`src/hdl/sklt_pkg.sv`:
```
// shared types and constants for the sorted key/value leaf table
// no dependencies; imported by sklt_cell and sorted_key_value_leaf_table
package sklt_pkg;

    localparam int MAX_ENTRIES = 32;
    localparam int KEY_BITS    = 64;
    localparam int VALUE_BITS  = 64;
    localparam int NUM_CELLS   = MAX_ENTRIES + 1;
    localparam int CNT_BITS    = $clog2(NUM_CELLS);
    localparam int CFG_BITS    = 6;
    localparam int KIND_BITS   = 3;
    localparam int STAT_BITS   = 3;
    localparam int CIDX_BITS   = 8;

    localparam int S_DATA_BITS = KEY_BITS + VALUE_BITS;
    localparam int RESULT_BITS = STAT_BITS + 2 * KEY_BITS + VALUE_BITS + CNT_BITS;
    localparam int M_DATA_BITS = ((RESULT_BITS + 7) / 8) * 8;
    localparam int PAD_BITS    = M_DATA_BITS - RESULT_BITS;

    localparam logic [KIND_BITS-1:0] KIND_LOOKUP   = 3'd0;
    localparam logic [KIND_BITS-1:0] KIND_INSERT   = 3'd1;
    localparam logic [KIND_BITS-1:0] KIND_REMOVE   = 3'd2;
    localparam logic [KIND_BITS-1:0] KIND_APPEND   = 3'd3;
    localparam logic [KIND_BITS-1:0] KIND_PUSH     = 3'd4;
    localparam logic [KIND_BITS-1:0] KIND_POP_FRONT = 3'd5;
    localparam logic [KIND_BITS-1:0] KIND_POP_BACK = 3'd6;

    localparam logic [STAT_BITS-1:0] STAT_OK        = 3'd0;
    localparam logic [STAT_BITS-1:0] STAT_NOT_FOUND = 3'd1;
    localparam logic [STAT_BITS-1:0] STAT_DUPLICATE = 3'd2;
    localparam logic [STAT_BITS-1:0] STAT_SPLIT     = 3'd3;
    localparam logic [STAT_BITS-1:0] STAT_REFUSED   = 3'd4;

    localparam logic [CIDX_BITS-1:0] CFG_MAX_ENTRIES = 8'd0;
    localparam logic [CIDX_BITS-1:0] CFG_SPLIT_KEEP  = 8'd1;

    typedef enum logic [2:0] {
        MODE_HOLD,
        MODE_INSERT,
        MODE_DELETE,
        MODE_APPEND,
        MODE_PUSH,
        MODE_POP
    } cell_mode_t;

    typedef struct packed {
        cell_mode_t            mode;
        logic                  cmp_en;
        logic [CNT_BITS-1:0]   n;
        logic                  tap_sel;
        logic [CNT_BITS-1:0]   tap_idx;
        logic [KEY_BITS-1:0]   key;
        logic [VALUE_BITS-1:0] value;
    } cell_ctrl_t;

    typedef struct packed {
        logic                  hit;
        logic [KEY_BITS-1:0]   tap_key;
        logic [VALUE_BITS-1:0] tap_value;
    } cell_tap_t;

endpackage

```
`src/hdl/sklt_cell.sv`:
```
// one table slot: holds a key/value pair, compares it with the request key
// and shifts to or from its neighbors; depends on sklt_pkg
module sklt_cell (
    input  logic                           clk,
    input  logic [sklt_pkg::CNT_BITS-1:0]  idx,
    input  sklt_pkg::cell_ctrl_t           ctrl,
    input  logic                           found_in,
    output logic                           found_out,
    input  logic [sklt_pkg::KEY_BITS-1:0]  left_key,
    input  logic [sklt_pkg::VALUE_BITS-1:0] left_value,
    input  logic [sklt_pkg::KEY_BITS-1:0]  right_key,
    input  logic [sklt_pkg::VALUE_BITS-1:0] right_value,
    output logic [sklt_pkg::KEY_BITS-1:0]  key,
    output logic [sklt_pkg::VALUE_BITS-1:0] value,
    output sklt_pkg::cell_tap_t            tap
);
    import sklt_pkg::*;

    logic [KEY_BITS-1:0]   key_reg;
    logic [KEY_BITS-1:0]   key_next;
    logic [VALUE_BITS-1:0] value_reg;
    logic [VALUE_BITS-1:0] value_next;
    logic                  ge_reg;
    logic                  eq_reg;
    logic                  sel;
    logic                  tapped;

    // first slot at or past the search point
    assign sel       = ge_reg & ~found_in;
    assign found_out = found_in | ge_reg;
    assign tapped    = ctrl.tap_sel ? sel : (idx == ctrl.tap_idx);

    always_comb
    begin
        key_next   = key_reg;
        value_next = value_reg;
        unique case (ctrl.mode)
            MODE_INSERT:
            begin
                if (found_in)
                begin
                    key_next   = left_key;
                    value_next = left_value;
                end
                else if (sel)
                begin
                    key_next   = ctrl.key;
                    value_next = ctrl.value;
                end
            end
            MODE_DELETE:
            begin
                if (found_out)
                begin
                    key_next   = right_key;
                    value_next = right_value;
                end
            end
            MODE_APPEND:
            begin
                if (idx == ctrl.n)
                begin
                    key_next   = ctrl.key;
                    value_next = ctrl.value;
                end
            end
            MODE_PUSH:
            begin
                if (idx == '0)
                begin
                    key_next   = ctrl.key;
                    value_next = ctrl.value;
                end
                else
                begin
                    key_next   = left_key;
                    value_next = left_value;
                end
            end
            MODE_POP:
            begin
                key_next   = right_key;
                value_next = right_value;
            end
            default:
            begin
                key_next   = key_reg;
                value_next = value_reg;
            end
        endcase
    end

    always_ff @(posedge clk)
    begin
        key_reg   <= key_next;
        value_reg <= value_next;
        if (ctrl.cmp_en)
        begin
            ge_reg <= (idx >= ctrl.n) || (key_reg >= ctrl.key);
            eq_reg <= (idx < ctrl.n) && (key_reg == ctrl.key);
        end
    end

    assign key           = key_reg;
    assign value         = value_reg;
    assign tap.hit       = sel & eq_reg;
    assign tap.tap_key   = tapped ? key_reg : '0;
    assign tap.tap_value = tapped ? value_reg : '0;

endmodule

```
`config.mk`:
```
export PLATFORM = sky130hd
export DESIGN_NAME = sklt_cell
export DESIGN_NICKNAME = d
export VERILOG_FILES = /design/src/hdl/sklt_pkg.sv /design/src/hdl/sklt_cell.sv
export SDC_FILE = /design/constraint.sdc
export NUM_CORES = 1
export LEC_CHECK = 0
export BUFFER_PORTS_ARGS = -buffer_cell sky130_fd_sc_hd__buf_4
export CORE_AREA = 2 2 256 258
export DETAILED_ROUTE_END_ITERATION = 6
export DIE_AREA = 0 0 258 260
export PLACE_DENSITY = 0.45
export REMOVE_ABC_BUFFERS = 1
export SETUP_SLACK_MARGIN = 0.1
export SLEW_MARGIN = 10
export SYNTH_ARGS = -nofsm -noshare
export SYNTH_HDL_FRONTEND = slang
export SYNTH_SLANG_ARGS = --single-unit
```
`constraint.sdc`:
```
create_clock -name clk -period 18 [get_ports clk]
set_clock_uncertainty 0.05 [all_clocks]
set_input_delay 3.6 -clock clk [delete_from_list [all_inputs] [get_ports clk]]
set_output_delay 3.6 -clock clk [all_outputs]
set_load 0.01 [all_outputs]
```
==> results of run 1 <==
-- logic make-up after synthesis --
family	count (synthesis)
simple gates	220
buf+inv	160
mux	216
xor+xnor	6
compound gates	208
fa+ha+maj	71
flops	130
-- cell usage after synthesis (all sizes together) --
cell type	count	area share, %
mux2i	214	20
edfxtp	130	37
nor2b	130	7.6
a222oi	107	10
inv	76	2.7
ha	71	8.3
clkbuf	66	2.3
nor2	35	1.2
a21oi	28	1.3
a221o	21	2.0
a22oi	21	1.5
nand2	21	0.74
buf	18	0.84
nand4	13	0.76
o21ai	12	0.56
a21o	7	0.49
nand3	5	0.23
xnor2	4	0.33
a211oi	3	0.21
nor3	3	0.14
nor4	3	0.18
or4	3	0.22
a2111oi	2	0.16
a221oi	2	0.16
mux2	2	0.21
nand2b	2	0.12
xor2	2	0.16
a22o	1	0.082
a31oi	1	0.059
and2	1	0.059
and3	1	0.059
and3b	1	0.082
o221ai	1	0.082
o22ai	1	0.12
o31ai	1	0.070
or2	1	0.059
or4b	1	0.094
-- per-stage QoR --
step	total power, mW	instances	util, %	area, µm²
3_3_place_gp	0.788	2463	25.9	16600
2_1_floorplan	0.589	927	-	10300
6_report	1.15	2495	26.8	17200
3_5_place_dp	0.791	2463	25.9	16600
5_1_grt	1.21	2495	26.8	17200
4_1_cts	1.18	2495	26.8	17200
-- tightest hold or removal path, stage by stage (launching register included) --
cell,delay (ps)
edfxtp_1,400
ha_1,170
or4b_2,130
a211oi_1,70
o21ai_1,70
-- power breakdown --
group	leakage [nW]	total [mW]	switching, mW	internal, mW
Combinational	6.46	0.373	0.183	0.190
Clock	0.289	0.373	0.157	0.217
Sequential	1.25	0.407	0.0290	0.378
-- cell type report --
cell class	instances	area, µm²	share of cell area [%]
clock inverter	14	163	0.947
tap	855	1070	6.23
clock buffer	18	429	2.50
timing repair buffer	681	5120	29.8
inverter	76	285	1.66
multi-input combinational	721	6200	36.1
sequential	130	3900	22.7
-- cell usage in the layout (no fill, tap or decap), types with 2 or more instances in the layout --
cell / instances
a222oi_1: 107
a21o_1: 7
mux2i_1: 214
buf_4: 680
a22oi_1: 21
nor3_1: 3
xnor2_1: 4
a2111oi_0: 2
nand2_1: 21
o21ai_0: 10
nor2_1: 35
bufinv_16: 3
a221oi_1: 2
inv_6: 2
nor2b_1: 130
nand2b_1: 2
xor2_1: 2
edfxtp_1: 130
clkinv_4: 4
a221o_1: 21
clkinv_1: 4
a211oi_1: 3
nand4_1: 13
mux2_2: 2
a21oi_1: 27
inv_1: 76
or4_1: 2
nand3_1: 5
nor4_1: 3
clkbuf_16: 17
ha_1: 70
-- worst max-delay path by stage --
stage	endpoint	slack, ps	startpoint	depth (start not counted)
after floorplan	key[0]$_DFFE_PP_	3880	ctrl[140]	7
after global placement	tap[52]	8360	found_in	7
after detailed placement	tap[19]	8270	found_in	7
after CTS	tap[71]	8270	found_in	7
after global routing	tap[20]	8020	found_in	7
final	tap[52]	8300	found_in	7
-- per-layer routing --
metal	part of all wire (%)	GRT usage, %	vias to the layer above
met5	0.050	0	-
met1	38	17.3	5403
met4	2.9	6.02	4
met3	7.8	4.29	61
li1	-	-	5224
met2	51	26.8	551
==> summary.md, run 1 <==
| Metric | Value |
|---|---|
| Mapped Area | 10700 µm² |
| Die X | 258 µm |
| DIE HEIGHT | 260 µm |
| Post-DR vias/cell | 4.51 |
| First-iteration detailed-routing DRC count | 965 |
| Clock-pin slew on the worst setup and hold paths | 60 ps |
| Setup TNS | 0 ps |
| Crit-path most repeated cell | buf_4 |
| Global route overflow | 0 |
| Netlist cell types | 41 |
| Initial Util | 16.6% |
| Period minus WS final | 9700 ps |
| TritonCTS Buffers | 17 |
| Status | finished, violations left |
| Global-route wire length before repair | 75.5 mm |
| Cell Pwr Density | 67.2 nW/µm² |
| Layout fillers | 6880 |
| Dpl hpwl | 40.7 mm |
| ANT cells | 0 |
| Hold WS | 901 ps |
| ANT nets after route | 0 |
| Clock root cell | clkbuf_16 |
| CP startpoint kind | input pin |
| Crit-path slowest cell | buf_4 |
| Final WL | 53.5 mm |
| Setup bufs post-CTS | 0 |
| Clk sinks | 130 |
| Crit. End Element | output port |
| Max clock buf depth | 2 |
| Area grow syn2layout | 61.0% |
| Hold Crit Class | reg2reg |
| CTS H-tree depth | 4 |
| R2R Setup Slk | 14830 ps |
| Initial antenna violation count | 5 |
| Lkg Pwr | 8.00 nW |
| Tot GR Track Use | 15.2% |
| Die area | 67100 µm² |
| Layout cells sized above 1 | 43.8% |
| Crit-path leading delay family | buffers and inverters |
| Post-synthesis adder-cell area fraction | 8.33% |
| Largest net degree at the start of global routing | 68 |
| Hold Path Depth | 4 |
| CP bufs+invs | 5 |
| Reg2Reg Depth | 7 |
| Mux cell area share after synthesis | 20.3% |
| Worst slack at placement | 8270 ps |
| GPL Wtd Cong | 0.843 |
| XOR/XNOR share of the synthesized area | 0.493% |
| Resized Gates After CTS | 0 |
| Clk Latency, worst-skew pair | 480 ps |
| Cts-stage hold buffer count | 0 |
| Worst r2r dst | ge_reg$_DFFE_PP_ |
| FMAX | 103 MHz |
| Drt drc | 5 |
| Crit path DAT | 6050 ps |
| Worst vdd ir | 0.0000615 V |
| Final WS setup | 8300 ps |
| Main combinational cell family by area after synthesis | multiplexers |
| Final net count | 2107 |
| Vias in the first global route | 11500 |
| Slew Limit Fails | 0 |
| IO Pins | 667 |
| Ys Warns | 0 |
| RSZ-0062 raised after global routing | false |
| Mapped Avg Cell Area | 10.5 µm² |
| Post-Synthesis Cells | 1011 |
| Max-cap violation count | 0 |
| Slew Limit Headroom | 31.6% |
| CTS tree | done |
| Synth Register Bits | 130 |
| Placement Rows | 93 |
| Tightest Pin Transition | 1030 ps |
| Worst Path Max Fanout | 67 |
| Core Region | 64100 µm² |
| CP peak stage delay | 690 ps |
| Post-route clock period utilization | 53.9% |
| First-pass detailed-route iteration total | 7 |
| Post-synthesis sequential area ratio | 36.6% |
| CP Class | in2out |
| Average wire per standard cell | 21.4 µm |
| Worst path required time | 14350 ps |
| Final Hold Viols | 0 |
| Compound-Gate Fraction of Synth Area | 16.8% |
| Final setup fails | 0 |
| Hold Path End | ge_reg$_DFFE_PP_ |
| Routed via count | 11200 |
| Worst path cell trace | buf_6 -> inv_1 -> a31oi_4 -> buf_4 -> buf_4 -> nor2b_1 -> buf_4 |
| Critical hold path startpoint | key[63]$_DFFE_PP_ |
| Critical R2R Launch | key[5]$_DFFE_PP_ |
| Violated checks | DRC |
| IO buf count | 666 |
| Simple-Gate Fraction of Synth Area | 11.6% |
Power figures use the tool's default switching activity.
==> inputs of run 2 (changes only) <==
==> constraint.sdc (replaced) <==
create_clock -name clk -period 9.8 [get_ports clk]
set_clock_uncertainty 0.05 [all_clocks]
set_input_delay 1.96 -clock clk [delete_from_list [all_inputs] [get_ports clk]]
set_output_delay 1.96 -clock clk [all_outputs]
set_load 0.01 [all_outputs]
==> run 2 against run 1 <==
The flow still finishes with violations (DRC). Core utilization down 0.090 points. Global-route usage up 0.14 points. Critical path depth up 2. Sequential share of layout area up 0.077 points. Clock power up 66%. Power up 78%. Sequential power up 83%.
==> summary.md, run 2 (synthesis gave the netlist of run 1 again) <==
| Metric | Value |
|---|---|
| Average wire per standard cell | 21.6 µm |
| Dpl hpwl | 40.6 mm |
| Slew Limit Headroom | 31.5% |
| Hold Path Depth | 4 |
| Final WS setup | 3480 ps |
| Slew Limit Fails | 0 |
| Area grow syn2layout | 60.5% |
| DIE HEIGHT | 260 µm |
| TritonCTS Buffers | 17 |
| Vias in the first global route | 11400 |
| Die area | 67100 µm² |
| ANT nets after route | 0 |
| Post-route clock period utilization | 64.5% |
| Part of the power in combinational logic | 33.4% |
| Resized Gates After CTS | 0 |
| IO buf count | 666 |
| Routed via count | 11200 |
| Most frequent cells in the layout | buf_4, mux2i_1, nor2b_1, edfxtp_1, a222oi_1 |
| Worst slack at placement | 3450 ps |
| Hold Path End | ge_reg$_DFFE_PP_ |
| Global-route wire length before repair | 76.3 mm |
| Critical hold path startpoint | key[63]$_DFFE_PP_ |
| Layout cells sized above 1 | 43.9% |
| RSZ-0062 raised after global routing | false |
| Clk Latency, worst-skew pair | 460 ps |
| Die X | 258 µm |
| Final Hold Viols | 0 |
| P_int | 1.39 mW |
| Clock root cell | clkbuf_16 |
| First-pass detailed-route iteration total | 7 |
| Max-cap violation count | 0 |
| Period minus WS final | 6320 ps |
| Tot GR Track Use | 15.4% |
| Initial antenna violation count | 4 |
| Clock power frac | 30.2% |
| CP Class | in2out |
| Clock-pin slew on the worst setup and hold paths | 60 ps |
| Commonest non-fill, non-tap cell in the layout | buf_4 |
| Seq pwr share | 36.3% |
| Hold Crit Class | reg2reg |
| Switching part of the total | 32.4% |
| Final WL | 53.8 mm |
| Cell Pwr Density | 120 nW/µm² |
| Worst vdd ir | 0.000108 V |
| Clk sinks | 130 |
| Reg2Reg Depth | 7 |
| Layout fillers | 6867 |
| Cts-stage hold buffer count | 0 |
| First-iteration detailed-routing DRC count | 896 |
| Status | finished, violations left |
| GPL Wtd Cong | 0.820 |
| Crit. End Element | output port |
| Area of the multi-input gates | 6200 µm² |
| Total net switching power | 666 µW |
| Util after Layout | 26.7% |
| Post-DR vias/cell | 4.50 |
| IO Pins | 667 |
| Lkg Pwr | 7.97 nW |
| Placement Rows | 93 |
| Worst path required time | 7790 ps |
| Storage cell area | 3900 µm² |
| CP startpoint kind | input pin |
| Initial Util | 16.6% |
| CTS H-tree depth | 4 |
| Final net count | 2108 |
| Core Region | 64100 µm² |
| Largest net degree at the start of global routing | 68 |
| Setup bufs post-CTS | 0 |
| CTS tree | done |
| ANT cells | 0 |
| Max clock buf depth | 2 |
| FMAX | 158 MHz |
| Crit path DAT | 4310 ps |
| Tightest Pin Transition | 1030 ps |
| Violated checks | DRC |
| Drt drc | 6 |
| Critical R2R Launch | key[13]$_DFFE_PP_ |
| Worst Path Max Fanout | 67 |
| Worst r2r dst | ge_reg$_DFFE_PP_ |
| R2R Setup Slk | 6650 ps |
| Crit path launch | idx[0] |
| Global route overflow | 0 |
| Final setup fails | 0 |
==> run 2: per-stage QoR <==
stage	hold slack, ps	instances	instance area [µm²]	power (mW)	setup TNS [ps]
after floorplan	782	927	10300	1.08	-342720
after global placement	908	2464	16600	1.45	0
after detailed placement	917	2464	16600	1.45	0
after CTS	928	2494	17100	2.10	0
after global routing	973	2494	17100	2.17	0
final	904	2494	17100	2.05	0
==> run 2: routing by layer <==
| metal | GRT usage (%) | vias to the layer above | share of wire, % |
|---|---|---|---|
| li1 | - | 5214 | - |
| met1 | 17.8 | 5441 | 40 |
| met2 | 27.8 | 520 | 52 |
| met3 | 3.74 | 46 | 6.4 |
| met4 | 4.61 | 2 | 1.9 |
| met5 | 0 | - | 0.019 |
==> run 2: critical path, stage by stage <==
cell	delay, ps
buf_4	120
xnor2_1	190
nand4_1	130
nor4_1	70
a31oi_4	140
buf_4	610
buf_4	660
nor2b_1	120
buf_4	180
==> run 2: power by group through the flow <==
| stage | sequential (mW) | clock, mW | combinational [mW] |
|---|---|---|---|
| 3_3_place_gp | 0.760 | 0 | 0.689 |
| 2_1_floorplan | 0.773 | 0 | 0.308 |
| 4_1_cts | 0.748 | 0.653 | 0.698 |
| 5_1_grt | 0.753 | 0.664 | 0.750 |
| 6_report | 0.746 | 0.621 | 0.686 |
| 3_5_place_dp | 0.758 | 0 | 0.696 |
==> run 2: cell type report <==
type	instances	area share (%)
clock buffer	20	2.55
clock inverter	10	0.526
inverter	76	1.67
multi-input combinational	721	36.2
sequential	130	22.8
tap	855	6.25
timing repair buffer	682	29.9
==> run 2: worst max path at each step <==
stage / end / slack [ps] / depth (start not counted)
finish: tap[11] / 3480 / 9
global route: tap[20] / 3240 / 8
CTS: tap[11] / 3450 / 8
detailed placement: tap[11] / 3450 / 8
global placement: tap[52] / 3510 / 8
floorplan: key[0]$_DFFE_PP_ / -2680 / 7
==> inputs of run 3 (changes only) <==
==> constraint.sdc (replaced) <==
create_clock -name clk -period 6.5 [get_ports clk]
set_clock_uncertainty 0.05 [all_clocks]
set_input_delay 1.3 -clock clk [delete_from_list [all_inputs] [get_ports clk]]
set_output_delay 1.3 -clock clk [all_outputs]
set_load 0.01 [all_outputs]
==> run 3 against run 2 <==
The flow still finishes with violations (DRC). Clock-buffer cell count is 1 lower. Hold slack better by 14 ps. Non-clock buffer count is 2 lower. Clock power is 64% higher. Design area is 0.49% higher. Final cell count hardly changed. Via count is 0.31% higher. Critical path type unchanged. Highest routed layer unchanged.
==> summary.md, run 3 (synthesis gave the netlist of run 1 again) <==
| Metric | Value |
|---|---|
| TritonCTS Buffers | 17 |
| Total net switching power | 1.01 mW |
| Area grow syn2layout | 61.3% |
| Tightest Pin Transition | 1160 ps |
| Final setup fails | 0 |
| Die X | 258 µm |
| Resized Gates After CTS | 0 |
| Max clock buf depth | 2 |
| Layout fillers | 6811 |
| Final WS setup | 1750 ps |
| Placed cell area | 16600 µm² |
| Worst path required time | 5150 ps |
| Clock-pin slew on the worst setup and hold paths | 60 ps |
| CP Class | in2out |
| Global-route wire length before repair | 75.6 mm |
| RSZ-0062 raised after global routing | false |
| Layout cells sized above 1 | 43.8% |
| DIE HEIGHT | 260 µm |
| ANT nets after route | 0 |
| Max layer used | met5 |
| Worst slack at placement | 1710 ps |
| Most frequent cells in the layout | buf_4, mux2i_1, nor2b_1, edfxtp_1, a222oi_1 |
| Placed Cells incl. Taps | 2462 |
| Core Region | 64100 µm² |
| Clock root cell | clkbuf_16 |
| Setup bufs post-CTS | 0 |
| Status | finished, violations left |
| Routed via count | 11300 |
| Wl on met1 | 21.3 mm |
| Post-Layout Cell Count | 2493 |
| Violated checks | DRC |
| Period minus WS final | 4750 ps |
| Final Hold Viols | 0 |
| Post-route clock period utilization | 73.1% |
| Worst vdd ir | 0.000166 V |
| Cts-stage hold buffer count | 0 |
| Met2 WL | 27.3 mm |
| Drt drc | 1 |
| Post-route cell area | 17200 µm² |
| Tot GR Track Use | 15.3% |
| Average wire per standard cell | 21.6 µm |
| First-iteration detailed-routing DRC count | 1134 |
| Cell Pwr Density | 185 nW/µm² |
| Post-DR vias/cell | 4.52 |
| CTS tree | done |
| Initial antenna violation count | 6 |
| Hold Crit Class | reg2reg |
| Hold WS | 918 ps |
| Slew Limit Fails | 0 |
| Final net count | 2106 |
| Worst Path Max Fanout | 65 |
| Slew Limit Headroom | 23.0% |
| Setup TNS | 0 ps |
| Vias in the first global route | 11400 |
| Dpl hpwl | 40.2 mm |
| Total power | 3.18 mW |
| CP startpoint kind | input pin |
| CTS H-tree depth | 4 |
| Global route overflow | 0 |
| GPL Wtd Cong | 0.849 |
| Util after Layout | 26.8% |
| First-pass detailed-route iteration total | 7 |
| FMAX | 210 MHz |
| P_int | 2.17 mW |
| Placement Rows | 93 |
| Part of the power in combinational logic | 32.6% |
| Crit. End Element | output port |
| Wire length on met3 | 3.95 mm |
| Clk sinks | 130 |
| Clk Latency, worst-skew pair | 470 ps |
| IO Pins | 667 |
| Die area | 67100 µm² |
| Commonest non-fill, non-tap cell in the layout | buf_4 |
| Final WL | 53.8 mm |
| Max-cap violation count | 0 |
| IO buf count | 666 |
| Initial Util | 16.6% |
| Switching part of the total | 31.7% |
| Crit path DAT | 3400 ps |
| Seq pwr share | 35.4% |
| R2R Setup Slk | 3320 ps |
| Clock power frac | 32.0% |
| Largest net degree at the start of global routing | 74 |
| Lkg Pwr | 8.00 nW |
[run 3: cell type report]
cell class	instances	area (µm²)	share of cell area [%]
diodes	1	2.50	0.0146
clock buffers	19	433	2.52
clock inverters	11	140	0.815
repair buffers	680	5160	30.0
flip-flops and latches	130	3900	22.7
well taps	855	1070	6.22
inverters	76	285	1.66
multi-input cells	721	6200	36.1
[run 3: critical path, cell delays in order]
cell	delay (ps)
buf_4	130
xnor2_1	420
nand4_1	150
nor4_1	470
a31oi_4	50
buf_4	360
nor2b_1	330
buf_4	180
[run 3: power by group through the flow]
stage | combinational, mW | clock, mW | sequential, mW
2_1_floorplan | 0.465 | 0 | 1.17
3_3_place_gp | 1.04 | 0 | 1.15
3_5_place_dp | 1.05 | 0 | 1.14
4_1_cts | 1.06 | 1.07 | 1.13
5_1_grt | 1.13 | 1.08 | 1.14
6_report | 1.04 | 1.02 | 1.13
[run 3: path summary, 6_finish.rpt]
kind	end	from	cells after the start
max	tap[78]	idx[5]	8
min	ge_reg$_DFFE_PP_	key[63]$_DFFE_PP_	4
max reg2reg	ge_reg$_DFFE_PP_	key[5]$_DFFE_PP_	7
min reg2reg	ge_reg$_DFFE_PP_	key[63]$_DFFE_PP_	4
[run 3: layer usage]
| layer | vias up | global-route usage (%) |
|---|---|---|
| met5 | - | 0 |
| met4 | 2 | 5.36 |
| met3 | 46 | 3.77 |
| met2 | 558 | 27.1 |
| met1 | 5436 | 17.8 |
| li1 | 5216 | - |
